`src/whb_pkg.sv`:
```
// Shared constants, payload types and controller/datapath command and status
// structs for the weighted histogram bin counter. No dependencies.
package whb_pkg;

  localparam int BIN_COUNT  = 64;
  localparam int TOTAL_W    = 48;
  localparam int BIN_W      = $clog2(BIN_COUNT);
  localparam int CNT_W      = $clog2(BIN_COUNT + 1);
  localparam int SAMPLE_W   = 32;
  localparam int WEIGHT_W   = 32;
  localparam int MINB_W     = 7;
  localparam int IDX_OUT_W  = 6;
  // adder width: wide enough that cur + weight never wraps
  localparam int SUM_W      = ((TOTAL_W > WEIGHT_W) ? TOTAL_W : WEIGHT_W) + 1;
  localparam int CFG_IDX_W  = 1;
  localparam int CFG_DATA_W = 7;

  localparam logic [CFG_IDX_W-1:0] CFG_WEIGHTED_MODE = 1'b0;
  localparam logic [CFG_IDX_W-1:0] CFG_MIN_BINS      = 1'b1;

  typedef struct packed {
    logic signed [SAMPLE_W-1:0] sample_value;
    logic signed [WEIGHT_W-1:0] sample_weight;
    logic                       last_sample;
  } sample_t;

  typedef struct packed {
    logic [IDX_OUT_W-1:0]      bin_index;
    logic signed [TOTAL_W-1:0] bin_total;
    logic                      last_bin;
    logic                      error_seen;
  } result_t;

  typedef struct packed {
    logic capture;    // latch sample, read its bin
    logic update;     // write back saturated sum
    logic rd_setup;   // latch bin count, zero read counter
    logic rd_issue;   // read bin at read counter
    logic out_load;   // load output register
    logic k_inc;      // advance read counter
    logic clear_set;  // drop the set: bins, largest, any
  } dp_cmd_t;

  typedef struct packed {
    logic last;       // held sample ends the set
    logic nbins_zero; // readout would report nothing
    logic rd_last;    // read counter is at the final bin
    logic out_free;   // output register can take a result
  } dp_sts_t;

endpackage

```
`src/whb_if.sv`:
```
// Channel interfaces: sample input, bin result output, register writes.
// Depends on whb_pkg.
interface whb_sample_if import whb_pkg::*; ();
  logic    valid;
  logic    ready;
  sample_t data;
  modport source (output valid, output data, input ready);
  modport sink (input valid, input data, output ready);
endinterface

interface whb_result_if import whb_pkg::*; ();
  logic    valid;
  logic    ready;
  result_t data;
  modport source (output valid, output data, input ready);
  modport sink (input valid, input data, output ready);
endinterface

interface whb_cfg_if import whb_pkg::*; ();
  logic                  valid;
  logic                  ready;
  logic [CFG_IDX_W-1:0]  index;
  logic [CFG_DATA_W-1:0] wdata;
  modport source (output valid, output index, output wdata, input ready);
  modport sink (input valid, input index, input wdata, output ready);
endinterface

```
`src/whb_ctrl.sv`:
```
// Controller state machine: sequences sample update and bin readout.
// Depends on whb_pkg.
module whb_ctrl import whb_pkg::*; (
  input  logic    clk,
  input  logic    rst,
  input  logic    in_valid,
  output logic    in_ready,
  input  dp_sts_t sts,
  output dp_cmd_t cmd
);

  typedef enum logic [4:0] {
    S_IDLE     = 5'b00001,
    S_UPDATE   = 5'b00010,
    S_RD_START = 5'b00100,
    S_RD_ADDR  = 5'b01000,
    S_RD_DATA  = 5'b10000
  } ctrl_state_t;

  ctrl_state_t state, state_next;

  always_ff @(posedge clk) begin
    if (rst) begin
      state <= S_IDLE;
    end else begin
      state <= state_next;
    end
  end

  always_comb begin
    state_next = state;
    cmd        = '0;
    in_ready   = 1'b0;
    case (state)
      S_IDLE: begin
        in_ready = 1'b1;
        if (in_valid) begin
          cmd.capture = 1'b1;
          state_next  = S_UPDATE;
        end
      end
      S_UPDATE: begin
        cmd.update = 1'b1;
        state_next = sts.last ? S_RD_START : S_IDLE;
      end
      S_RD_START: begin
        cmd.rd_setup = 1'b1;
        if (sts.nbins_zero) begin
          cmd.clear_set = 1'b1;
          state_next    = S_IDLE;
        end else begin
          state_next = S_RD_ADDR;
        end
      end
      S_RD_ADDR: begin
        cmd.rd_issue = 1'b1;
        state_next   = S_RD_DATA;
      end
      S_RD_DATA: begin
        if (sts.out_free) begin
          cmd.out_load = 1'b1;
          if (sts.rd_last) begin
            cmd.clear_set = 1'b1;
            state_next    = S_IDLE;
          end else begin
            cmd.k_inc  = 1'b1;
            state_next = S_RD_ADDR;
          end
        end
      end
      default: begin
        state_next = S_IDLE;
      end
    endcase
  end

endmodule

```
`src/whb_datapath.sv`:
```
// Datapath: bin memory with per-bin valid flags, saturating adder,
// largest-sample tracking, readout counter, output register, config regs.
// Depends on whb_pkg.
module whb_datapath import whb_pkg::*; (
  input  logic                  clk,
  input  logic                  rst,
  input  sample_t               sample,
  input  dp_cmd_t               cmd,
  output dp_sts_t               sts,
  input  logic                  cfg_we,
  input  logic [CFG_IDX_W-1:0]  cfg_index,
  input  logic [CFG_DATA_W-1:0] cfg_wdata,
  input  logic                  out_ready,
  output logic                  out_valid,
  output result_t               result
);

  logic [TOTAL_W-1:0] mem [BIN_COUNT];
  logic [BIN_COUNT-1:0] bin_valid;

  logic               weighted_mode;
  logic [MINB_W-1:0]  min_bins;

  logic [BIN_W-1:0]   s_bin;
  logic               s_ok;
  logic [WEIGHT_W-1:0] s_weight;
  logic               s_last;
  logic               s_mode;

  logic [BIN_W-1:0]   largest;
  logic               any_sample;
  logic               error_flag;
  logic [CNT_W-1:0]   nbins;
  logic [BIN_W-1:0]   rd_cnt;
  logic [TOTAL_W-1:0] rd_data;
  logic               rd_hit;

  logic               in_ok;
  logic [BIN_W-1:0]   rd_addr;
  logic               rd_en;
  logic               wr_en;
  logic [TOTAL_W-1:0] cur;
  logic [SUM_W-1:0]   cur_ext;
  logic [SUM_W-1:0]   addend;
  logic [SUM_W-1:0]   sum;
  logic               ovf;
  logic [TOTAL_W-1:0] sum_sat;
  logic [CNT_W-1:0]   cand;
  logic [MINB_W-1:0]  cand_m;
  logic [MINB_W-1:0]  nb_m;
  logic [CNT_W-1:0]   nb_next;

  assign in_ok = (sample.sample_value >= 0) &&
                 (sample.sample_value < SAMPLE_W'(BIN_COUNT));
  assign rd_addr = cmd.capture ? sample.sample_value[BIN_W-1:0] : rd_cnt;
  assign rd_en   = (cmd.capture && in_ok) || cmd.rd_issue;
  assign wr_en   = cmd.update && s_ok;

  // saturating accumulate; the extra top bits catch the overflow
  assign cur     = rd_hit ? rd_data : '0;
  assign cur_ext = {{(SUM_W-TOTAL_W){cur[TOTAL_W-1]}}, cur};
  assign addend  = s_mode ? {{(SUM_W-WEIGHT_W){s_weight[WEIGHT_W-1]}}, s_weight}
                          : SUM_W'(1);
  assign sum     = cur_ext + addend;
  assign ovf     = (sum[SUM_W-1:TOTAL_W-1] != '0) && (sum[SUM_W-1:TOTAL_W-1] != '1);
  assign sum_sat = ovf ? (sum[SUM_W-1] ? {1'b1, {(TOTAL_W-1){1'b0}}}
                                       : {1'b0, {(TOTAL_W-1){1'b1}}})
                       : sum[TOTAL_W-1:0];

  // bins to report: max(largest+1, min_bins), capped at the store size
  assign cand    = any_sample ? (CNT_W'(largest) + CNT_W'(1)) : '0;
  assign cand_m  = MINB_W'(cand);
  assign nb_m    = (min_bins > cand_m) ? min_bins : cand_m;
  assign nb_next = (nb_m > MINB_W'(BIN_COUNT)) ? CNT_W'(BIN_COUNT) : CNT_W'(nb_m);

  assign sts.last       = s_last;
  assign sts.nbins_zero = (nb_next == '0);
  assign sts.rd_last    = ((CNT_W'(rd_cnt) + CNT_W'(1)) == nbins);
  assign sts.out_free   = !out_valid || out_ready;

  // bin memory, registered read
  always_ff @(posedge clk) begin
    if (wr_en) begin
      mem[s_bin] <= sum_sat;
    end
    if (rd_en) begin
      rd_data <= mem[rd_addr];
    end
  end

  // sample payload
  always_ff @(posedge clk) begin
    if (cmd.capture) begin
      s_bin    <= sample.sample_value[BIN_W-1:0];
      s_weight <= sample.sample_weight;
      s_mode   <= weighted_mode;
    end
  end

  // output payload
  always_ff @(posedge clk) begin
    if (cmd.out_load) begin
      result.bin_index  <= IDX_OUT_W'(rd_cnt);
      result.bin_total  <= rd_hit ? rd_data : '0;
      result.last_bin   <= sts.rd_last;
      result.error_seen <= error_flag;
    end
  end

  // control state
  always_ff @(posedge clk) begin
    if (rst) begin
      weighted_mode <= 1'b0;
      min_bins      <= '0;
      s_ok          <= 1'b0;
      s_last        <= 1'b0;
      bin_valid     <= '0;
      largest       <= '0;
      any_sample    <= 1'b0;
      error_flag    <= 1'b0;
      nbins         <= '0;
      rd_cnt        <= '0;
      rd_hit        <= 1'b0;
      out_valid     <= 1'b0;
    end else begin
      if (cfg_we) begin
        case (cfg_index)
          CFG_WEIGHTED_MODE: weighted_mode <= cfg_wdata[0];
          CFG_MIN_BINS:      min_bins      <= cfg_wdata[MINB_W-1:0];
          default: ;
        endcase
      end
      if (cmd.capture) begin
        s_ok   <= in_ok;
        s_last <= sample.last_sample;
      end
      if (rd_en) begin
        rd_hit <= bin_valid[rd_addr];
      end
      if (cmd.update) begin
        if (s_ok) begin
          bin_valid[s_bin] <= 1'b1;
          any_sample       <= 1'b1;
          if (!any_sample || (s_bin > largest)) begin
            largest <= s_bin;
          end
        end else begin
          error_flag <= 1'b1;
        end
      end
      if (cmd.rd_setup) begin
        nbins  <= nb_next;
        rd_cnt <= '0;
      end else if (cmd.k_inc) begin
        rd_cnt <= rd_cnt + BIN_W'(1);
      end
      if (cmd.clear_set) begin
        bin_valid  <= '0;
        any_sample <= 1'b0;
        largest    <= '0;
      end
      if (cmd.out_load) begin
        out_valid <= 1'b1;
      end else if (out_ready) begin
        out_valid <= 1'b0;
      end
    end
  end

endmodule

```
`src/weighted_histogram_bincount.sv`:
```
// Weighted histogram bin counter. A sample is accepted, then its bin is updated;
// the next sample can be taken on the cycle after the update unless a readout
// follows. Readout after a last sample: a setup step, then per bin a memory read
// and an output load that waits while the output register is full. Sync active-high
// reset clears control state and marks all bins empty through per-bin valid flags.
module weighted_histogram_bincount import whb_pkg::*; (
  input logic          clk,
  input logic          rst,
  whb_sample_if.sink   sample_in,
  whb_result_if.source bin_out,
  whb_cfg_if.sink      cfg
);

  // Structure:
  //   whb_ctrl     - one-hot FSM: IDLE -> UPDATE -> (RD_START -> RD_ADDR <-> RD_DATA)
  //   whb_datapath - 64 x 48 bin memory, valid flags, saturating adder,
  //                  largest-bin tracker, read counter, output register.
  // A sample transaction reads its bin in the accept cycle; the next cycle
  // writes back the saturated sum. Only one sample is in flight, so no
  // read/write forwarding is needed.
  // The output register decouples readout from the downstream consumer: a
  // new sample can be accepted while the final result still waits.

  dp_cmd_t cmd;
  dp_sts_t sts;
  logic    in_ready;
  logic    in_fire;
  logic    cfg_fire;
  logic    out_valid;
  result_t result;

  assign in_fire  = sample_in.valid && in_ready;
  assign cfg_fire = cfg.valid && cfg.ready;

  assign sample_in.ready = in_ready;
  assign cfg.ready       = 1'b1;  // register writes are always accepted
  assign bin_out.valid   = out_valid;
  assign bin_out.data    = result;

  whb_ctrl u_ctrl (
    .clk      (clk),
    .rst      (rst),
    .in_valid (sample_in.valid),
    .in_ready (in_ready),
    .sts      (sts),
    .cmd      (cmd)
  );

  whb_datapath u_datapath (
    .clk       (clk),
    .rst       (rst),
    .sample    (sample_in.data),
    .cmd       (cmd),
    .sts       (sts),
    .cfg_we    (cfg_fire),
    .cfg_index (cfg.index),
    .cfg_wdata (cfg.wdata),
    .out_ready (bin_out.ready),
    .out_valid (out_valid),
    .result    (result)
  );

`ifndef SYNTH
  // one sample at a time: the cycle after a transaction is the update cycle
  a_single_sample: assert property (@(posedge clk) disable iff (rst)
    in_fire |=> !sample_in.ready)
    else $error("sample accepted during update");

  // output register is never overwritten while a result is still pending
  a_no_overwrite: assert property (@(posedge clk) disable iff (rst)
    cmd.out_load |-> sts.out_free)
    else $error("output register overwritten");

  // sticky error flag: once reported, later results keep reporting it
  a_error_sticky: assert property (@(posedge clk) disable iff (rst)
    (bin_out.valid && bin_out.data.error_seen) |=>
      (!bin_out.valid || bin_out.data.error_seen))
    else $error("error flag dropped");
`endif

endmodule

```
`src/flat_wrapper.sv`:
```
// flat-port wrapper written by rule: the top's interface ports become plain ports
module weighted_histogram_bincount_flat import whb_pkg::*;
  (clk, rst, sample_in_valid, sample_in_data, sample_in_ready, bin_out_valid, bin_out_data, bin_out_ready, cfg_valid, cfg_index, cfg_wdata, cfg_ready);
  whb_sample_if sample_in_i ();
  whb_result_if bin_out_i ();
  whb_cfg_if cfg_i ();
  input logic clk;
  input logic rst;
  input wire logic [$bits(sample_in_i.valid)-1:0] sample_in_valid;
  input wire logic [$bits(sample_in_i.data)-1:0] sample_in_data;
  output wire logic [$bits(sample_in_i.ready)-1:0] sample_in_ready;
  output wire logic [$bits(bin_out_i.valid)-1:0] bin_out_valid;
  output wire logic [$bits(bin_out_i.data)-1:0] bin_out_data;
  input wire logic [$bits(bin_out_i.ready)-1:0] bin_out_ready;
  input wire logic [$bits(cfg_i.valid)-1:0] cfg_valid;
  input wire logic [$bits(cfg_i.index)-1:0] cfg_index;
  input wire logic [$bits(cfg_i.wdata)-1:0] cfg_wdata;
  output wire logic [$bits(cfg_i.ready)-1:0] cfg_ready;
  assign sample_in_i.valid = sample_in_valid;
  assign sample_in_i.data = sample_in_data;
  assign sample_in_ready = sample_in_i.ready;
  assign bin_out_valid = bin_out_i.valid;
  assign bin_out_data = bin_out_i.data;
  assign bin_out_i.ready = bin_out_ready;
  assign cfg_i.valid = cfg_valid;
  assign cfg_i.index = cfg_index;
  assign cfg_i.wdata = cfg_wdata;
  assign cfg_ready = cfg_i.ready;
  weighted_histogram_bincount u_core (.clk(clk), .rst(rst), .sample_in(sample_in_i), .bin_out(bin_out_i), .cfg(cfg_i));
endmodule
```
`config.mk`:
```
export PLATFORM = sky130hd
export DESIGN_NAME = weighted_histogram_bincount_flat
export DESIGN_NICKNAME = d
export VERILOG_FILES = /design/src/whb_pkg.sv /design/src/whb_if.sv /design/src/whb_ctrl.sv /design/src/whb_datapath.sv /design/src/weighted_histogram_bincount.sv /design/src/flat_wrapper.sv
export SDC_FILE = /design/constraint.sdc
export NUM_CORES = 2
export LEC_CHECK = 0
export BUFFER_PORTS_ARGS = -buffer_cell sky130_fd_sc_hd__buf_2
export CAP_MARGIN = 20
export CORE_MARGIN = 3
export CORE_UTILIZATION = 50
export CTS_CLUSTER_DIAMETER = 40
export CTS_CLUSTER_SIZE = 14
export DETAILED_ROUTE_END_ITERATION = 8
export GPL_TIMING_DRIVEN = 0
export PLACE_DENSITY_LB_ADDON = 0.12
export SYNTH_ARGS = -nofsm -noshare
export SYNTH_HDL_FRONTEND = slang
export SYNTH_HIERARCHICAL = 1
export SYNTH_SLANG_ARGS = --single-unit
```
`constraint.sdc`:
```
create_clock -name clk -period 8 [get_ports clk]
set_input_delay 0.4 -clock clk [delete_from_list [all_inputs] [get_ports clk]]
set_output_delay 0.4 -clock clk [all_outputs]
set_load 0.02 [all_outputs]
```
=== Word-level counts from Yosys, hierarchy flattened ===
Memory sizes are Yosys's and may differ from the RTL's. A register that Yosys moved wholly into a read port is not among the register bits.
Cells that the tools add are included.
W data, S select, Z words.

* Word-level logic and storage cells: 100
* Bits in read-only memories: 0
* Register bits after elaboration: 197
* Bits in latches: 0
* Input port bits: 78
* Memory bits (writable): 3072
* Memories: 1

{| class="wikitable"
|+ Memories
! name !! depth !! bits a word !! rd ports !! clocked after memory_dff !! write ports !! line !! text
|-
| u_core.u_datapath.mem || 64 || 48 || 1 || 1 || 1 || whb_datapath.sv:18 || <nowiki>logic [TOTAL_W-1:0] mem [BIN_COUNT];</nowiki>
|}

* Order comparisons: 8
* Add/sub/neg operators: 4
* Shift operators: 0
* Equality and inequality tests: 9
* Divide/modulo/power cells: 0
* Muxes and demuxes: 34
* Multiply operators: 0
* Reduce and logical (&&, ||, !) cells: 21
* Bitwise logic cells: 3

{| class="wikitable"
|+ Operator list
! operator !! count
|-
| $mux W48 || 3
|-
| $or A64 B64 Y64 || 1
|-
| $add A49 B49 Y49 || 1
|-
| $mux W49 || 1
|-
| $ge A32 B1 Y1 const B || 1
|-
| $lt A32 B8 Y1 const B || 1
|-
| $pmux W5 S5 || 1
|-
| $mux W7 || 3
|-
| $mux W1 || 15
|-
| $add A6 B1 Y7 const B || 2
|-
| $lt A6 B7 Y1 const B || 2
|-
| $mux W5 || 2
|-
| $reduce_and A2 Y1 || 5
|-
| $mux W4 || 2
|-
| $eq A7 B7 Y1 || 1
|-
| $gt A7 B7 Y1 || 1
|-
| $gt A7 B7 Y1 const B || 1
|-
| $logic_not A7 Y1 || 1
|-
| $add A6 B1 Y6 const B || 1
|-
| $bmux W1 S6 || 1
|-
| $demux W1 S6 || 1
|-
| $ge A6 B1 Y1 const B || 1
|-
| $gt A6 B6 Y1 || 1
|-
| $mux W3 || 2
|-
| other kinds (17) || 28
|}

=== Longest topological paths before layout ===
* Word-level depth: 10
* Depth in mapped cells: 20
* Gate-level depth less buffers: 18

=== By module ===
Netlist, hierarchy kept.

{| class="wikitable"
|+ Modules (own cells, without submodules)
! module !! times used !! area an instance (um^2) !! cells an instance
|-
| whb_datapath || 1 || 130129.8 || 6784
|-
| whb_ctrl || 1 || 347.8 || 40
|-
| weighted_histogram_bincount || 1 || 11.3 || 2
|}

=== Least setup slack after synthesis ===
No wires, ideal clock.

* Kind: reg2reg
* From: register u_core.u_datapath.s_mode
* To: memory u_core.u_datapath.mem[0][2], data pin
* Path buffers: 2
* Path slack: 1920 ps
* Arrival: 5378 ps
* Stages on the path, launching flop included: 14
* Period minus slack after synthesis: 6080 ps
* Path through: edfxtp_1 > clkbuf_1 > and2_1 > ha_1 > clkdlybuf4s15_2 > a21oi_1 > o21ai_1 > a221o_1 > a31oi_1 > and2b_2 > o21ai_2 > a311oi_4 > nor2_4 > o21ai_0

* Longest elaborated chain between the ends: 5
* Elaborated cells between the ends (all ways): 7
* Those cells by class: 1 x add/sub; 1 x eq/ne; 3 x mux; 2 x reduce/logical

{| class="wikitable"
|+ RTL lines
! element !! line !! text
|-
| start: declaration || whb_datapath.sv:28 || <nowiki>logic s_mode;</nowiki>
|-
| start signal: assignment || whb_datapath.sv:96 || <nowiki>s_mode <= weighted_mode;</nowiki>
|-
| $mux W49 * || whb_datapath.sv:62 || <nowiki>assign addend = s_mode ? {{(SUM_W-WEIGHT_W){s_weight[WEIGHT_W-1]}}, s_weight}</nowiki>
|-
| $add A49 B49 Y49 * || whb_datapath.sv:64 || <nowiki>assign sum = cur_ext + addend;</nowiki>
|-
| $ne A2 B2 Y1 / $reduce_bool A2 Y1 (equally long branches) || whb_datapath.sv:65 || <nowiki>assign ovf = (sum[SUM_W-1:TOTAL_W-1] != '0) && (sum[SUM_W-1:TOTAL_W-1] != '1);</nowiki>
|-
| $logic_and A1 B1 Y1 || whb_datapath.sv:65 ||
|-
| $mux W48 * || whb_datapath.sv:66 || <nowiki>assign sum_sat = ovf ? (sum[SUM_W-1] ? {1'b1, {(TOTAL_W-1){1'b0}}}</nowiki>
|-
| net u_core.u_datapath.sum_sat[2] || whb_datapath.sv:47 || <nowiki>logic [TOTAL_W-1:0] sum_sat;</nowiki>
|-
| end: declaration || whb_datapath.sv:18 ||
|}

Mark *: on every way through the listed nets, which the timed path passes. The rest lies on a longest branch.

=== Worst setup path in the final report ===
* From: register u_core.u_datapath.rd_hit
* To: memory u_core.u_datapath.mem[16][0], data pin

* Longest elaborated chain between the ends: 5
* Elaborated cells between the ends (all ways): 7
* Those cells by class: 1 x add/sub; 1 x eq/ne; 3 x mux; 2 x reduce/logical

{| class="wikitable"
|+ RTL lines
! element !! line !! text
|-
| start: declaration || whb_datapath.sv:36 || <nowiki>logic rd_hit;</nowiki>
|-
| start signal: assignment || whb_datapath.sv:138 || <nowiki>rd_hit <= bin_valid[rd_addr];</nowiki>
|-
| $mux W48 * || - ||
|-
| net u_core.u_datapath.cur[3] || whb_datapath.sv:42 || <nowiki>logic [TOTAL_W-1:0] cur;</nowiki>
|-
| $add A49 B49 Y49 * || whb_datapath.sv:64 ||
|-
| $ne A2 B2 Y1 / $reduce_bool A2 Y1 (equally long branches) || whb_datapath.sv:65 ||
|-
| $logic_and A1 B1 Y1 || whb_datapath.sv:65 ||
|-
| $mux W48 * || whb_datapath.sv:66 ||
|-
| net u_core.u_datapath.sum_sat[0] || whb_datapath.sv:47 ||
|}

Marked as above.

==> metrics.yaml <==
outcome:
  status: "complete, no violations"
worst_setup_path:
  crit_required_ps: 8700
  crit_chain: "clkbuf_1 > buf_8 > clkbuf_1 > and2_1 > ha_1 > o21ai_0 > o21ai_1 > o211ai_1 > a31oi_1 > and2b_2 > o2111a_1 > a311oi_4 > nor2_4 > clkbuf_8 > nor2_4 > buf_12"
  crit_type: "flop to flop"
  end_kind: "flop"
  critPathArrivalTime_ps: 7500
  start_kind: "flop"
  crit_path_max_fanout: 33
  max_stage_delay_ps: 840
  path_buf_inv: 5
  path_delay_family: "compound AO/OA/AOI/OAI gates"
  slowest_stage: "nor2_4"
sta:
  timing.fmax_ghz: 0.147
  slew_headroom: 0.152
  worst_slew_pin_slew_ps: 1260
  report.final.setup_viol: 0
  fin_worst_skew_ps: 92.0
  finalHoldViolCount: 0
  fin_ws_ps: 1200
  fin_crit_sh: 0.851
  grt_setup_unrepaired: "false"
  tns_ps: 0
  slew_viol_final: 0
  finalCriticalPeriod_ps: 6800
die:
  die_h_um: 517
  die_w_um: 517
  rows: 186
  io-pin-count: 137
  core_mm2: 0.258
  die_area_mm2: 0.267
  start_util: 0.505
detailed_routing:
  drt_wl_total_um: 388000
  via_count: 72300
  drtIter0Drc: 8730
  ant_nets: 0
  first_pass_iters: 6
  wl_per_cell_um: 33.7
  remaining_drc_errors: 0
  avgViaCountPerCell: 6.27
yosys:
  synth_top_family_by_area: "multiplexers"
  synthAdderAreaFrac: 0.00642
  ys_ff_latch: 3317
  synthSimpleGateAreaFrac: 0.0553
  synthMuxAreaShare: 0.137
  synthArstFlopShare: 0
  synth_cell_types: 88
  synth.avg_cell_area_um2: 19.1
  synth_nets: 6968
  ys.flop_type: "edfxtp_1"
  syn_inst: 6826
  synth_compound_area_frac: 0.0273
  syn_area_mm2: 0.130
  ys_warn_count: 6
  synth-edff-count: 3215
  synth.yosys.seq_area_share: 0.756
  synth_xor_area_frac: 0.00383
clock_tree:
  htreeDepth: 5
  worstSkewPairLatency_ps: 950
  clk_pin_slew_worst_paths_ps: 60
  postCtsSetupBuffers: 0
  post_cts_resized: 0
  clk_root_buffer_cell: "clkbuf_16"
  cts_inserted_buffers: 444
  cts_tree: "built"
  cts_max_path_buffers: 4
  clock-sinks: 3317
placed_design:
  pre_cts_slack_ps: 1160
  io_buffers: 133
  dpl.cell_count: 10600
  dpl.hpwl_um: 265000
  routabilityCongestion: 0.895
grt:
  grt_pass1_vias: 72700
  grt_util_all_layers: 0.291
  grt_pass1_wl_um: 545000
  grt-ovfl-total: 0
  antenna_found_initial: 32
  grt_max_degree: 65
hold_path:
  hp-class: "input port to flop"
cells_and_area:
  register_area_mm2: 0.0986
  fin_cells: 11500
  multi_input_area_mm2: 0.0311
  final_layout_size_suffix_gt1_frac: 0.284
  synthToLayoutAreaGrowth_pct: 21.0
  finalNetCount: 7898
  fillers: 18300
pwr:
  p_per_area_mw_per_mm2: 271
  power_uw: 42900
  ir_drop_mv: 0.270
  leakage_uw: 0.0519
flow_run:
  maxCapViolCount: 0
-- path summary, 6_finish.rpt --
path                                            start                                           end  slack (ps)  cells past startpoint
max reg2reg     u_core/u_datapath/rd_hit$_SDFFE_PP0P_        u_core/u_datapath/mem[16][0]$_DFFE_PP_        1200                     16
min                                         cfg_index  u_core/u_datapath/weighted_mode$_SDFFE_PP0P_         100                      4
max             u_core/u_datapath/rd_hit$_SDFFE_PP0P_        u_core/u_datapath/mem[16][0]$_DFFE_PP_        1200                     16
min reg2reg  u_core/u_datapath/rd_cnt[2]$_SDFFE_PP0P_        u_core/u_datapath/result[52]$_DFFE_PP_         440                      0
-- synth_stat cells, types with 7 or more instances --
library cell / instances / area share
edfxtp_1: 3215 / 0.74
buf_2: 105 / 0.0040
dfxtp_1: 102 / 0.016
ha_1: 63 / 0.0060
or2_2: 9 / 0.00043
nor2_1: 254 / 0.0073
a31oi_1: 57 / 0.0027
buf_1: 38 / 0.0011
buf_4: 21 / 0.0012
nor3_1: 13 / 0.00050
mux4_2: 784 / 0.14
xor2_1: 29 / 0.0019
and2_1: 84 / 0.0040
nor2b_1: 12 / 0.00058
o21ai_2: 12 / 0.00081
inv_1: 31 / 0.00089
nand4_1: 19 / 0.00091
nand2b_1: 9 / 0.00043
nor4_1: 9 / 0.00043
a21oi_1: 159 / 0.0061
nand2_1: 860 / 0.025
buf_6: 8 / 0.00069
nand3_1: 223 / 0.0086
o21ai_0: 48 / 0.0018
and3_1: 110 / 0.0053
xnor2_1: 28 / 0.0019
clkbuf_1: 219 / 0.0063
a311oi_1: 149 / 0.010
o21a_1: 8 / 0.00046
mux2i_1: 12 / 0.00092
mux2_2: 7 / 0.00060
a21o_1: 24 / 0.0014
-- tightest hold or removal path, delay by kind of cell --
| kind | cells | cell delay [ps] |
|---|---|---|
| buffers and inverters | 1 | 190 |
| multiplexers | 1 | 90 |
| AND/OR/NAND/NOR | 2 | 270 |
-- registers in the layout (all words and copies together), names as in the netlist --
name                             count
u_core/u_datapath/s_mode             1
u_core/u_datapath/s_last             1
u_core/u_datapath/mem             3072
u_core/u_datapath/nbins              7
u_core/u_ctrl/state                  5
u_core/u_datapath/out_valid          1
u_core/u_datapath/s_weight          32
u_core/u_datapath/s_ok               1
u_core/u_datapath/min_bins           7
u_core/u_datapath/rd_data           48
u_core/u_datapath/any_sample         1
u_core/u_datapath/largest            6
u_core/u_datapath/bin_valid         64
u_core/u_datapath/s_bin              6
u_core/u_datapath/error_flag         1
u_core/u_datapath/rd_hit             1
u_core/u_datapath/result            56
u_core/u_datapath/weighted_mode      1
u_core/u_datapath/rd_cnt             6
-- timing repair --
item	CTS	global route
endpoints found under the hold margin	60	0
setup endpoints to repair	0	0
hold buffers	62	0
-- routing by layer --
| metal | up-vias | track usage | wire, um |
|---|---|---|---|
| met3 | 739 | 0.0753 | 40100 |
| met2 | 3815 | 0.458 | 182000 |
| met5 | - | 0 | 10 |
| met4 | 2 | 0.131 | 20400 |
| li1 | 29600 | - | - |
| met1 | 38100 | 0.387 | 145000 |
-- cell families after synthesis --
kind of cell	Yosys count
xor+xnor	57
fa+ha+maj	67
other cells	1
flops	3317
mux	803
buf+inv	430
simple gates	1634
compound gates	517
-- where the power goes --
| group | internal (uW) | leakage [uW] | switching (uW) |
|---|---|---|---|
| Combinational | 1120 | 0.0141 | 2310 |
| Sequential | 19300 | 0.0303 | 21.1 |
| Clock | 12300 | 0.00738 | 7820 |
| Total | 32700 | 0.0519 | 10100 |
-- per-stage QoR --
step / hold slack [ps] / utilization / cell area [um^2]
detailed placement: 425 / 0.549 / 142000
global placement: 418 / 0.524 / 135000
CTS: 21.0 / 0.611 / 158000
floorplan: 406 / - / 130000
global route: 86.8 / 0.611 / 158000
finish: 101 / 0.611 / 158000
-- cell usage in the layout, fill, tap and decap left out, types with 53 or more instances in the layout --
cell and count:
nor2_4 67, a311oi_1 111, edfxtp_1 3215, a31oi_1 57, dlygate4sd3_1 62, and3_1 109, dfxtp_1 102, buf_12 165
ha_1 63, a21oi_1 132, and2_1 84, clkinvlp_4 53, inv_6 68, nor2_1 188, mux4_2 784, clkbuf_16 455
buf_2 272, clkbuf_1 236, clkinv_2 53, nand2_1 860, nand3_1 223, buf_16 56
-- layout make-up --
type	count	area share
Inverter	31	0.000737
Multi-Input combinational cell	3079	0.197
Sequential cell	3317	0.624
Tap cell	3384	0.0268
Clock inverter	332	0.0237
Timing Repair Buffer	484	0.0419
Clock buffer	489	0.0734
Antenna cell	6	0.0000951
Buffer	399	0.0116
No activity file was read; power rests on OpenSTA's default activity.
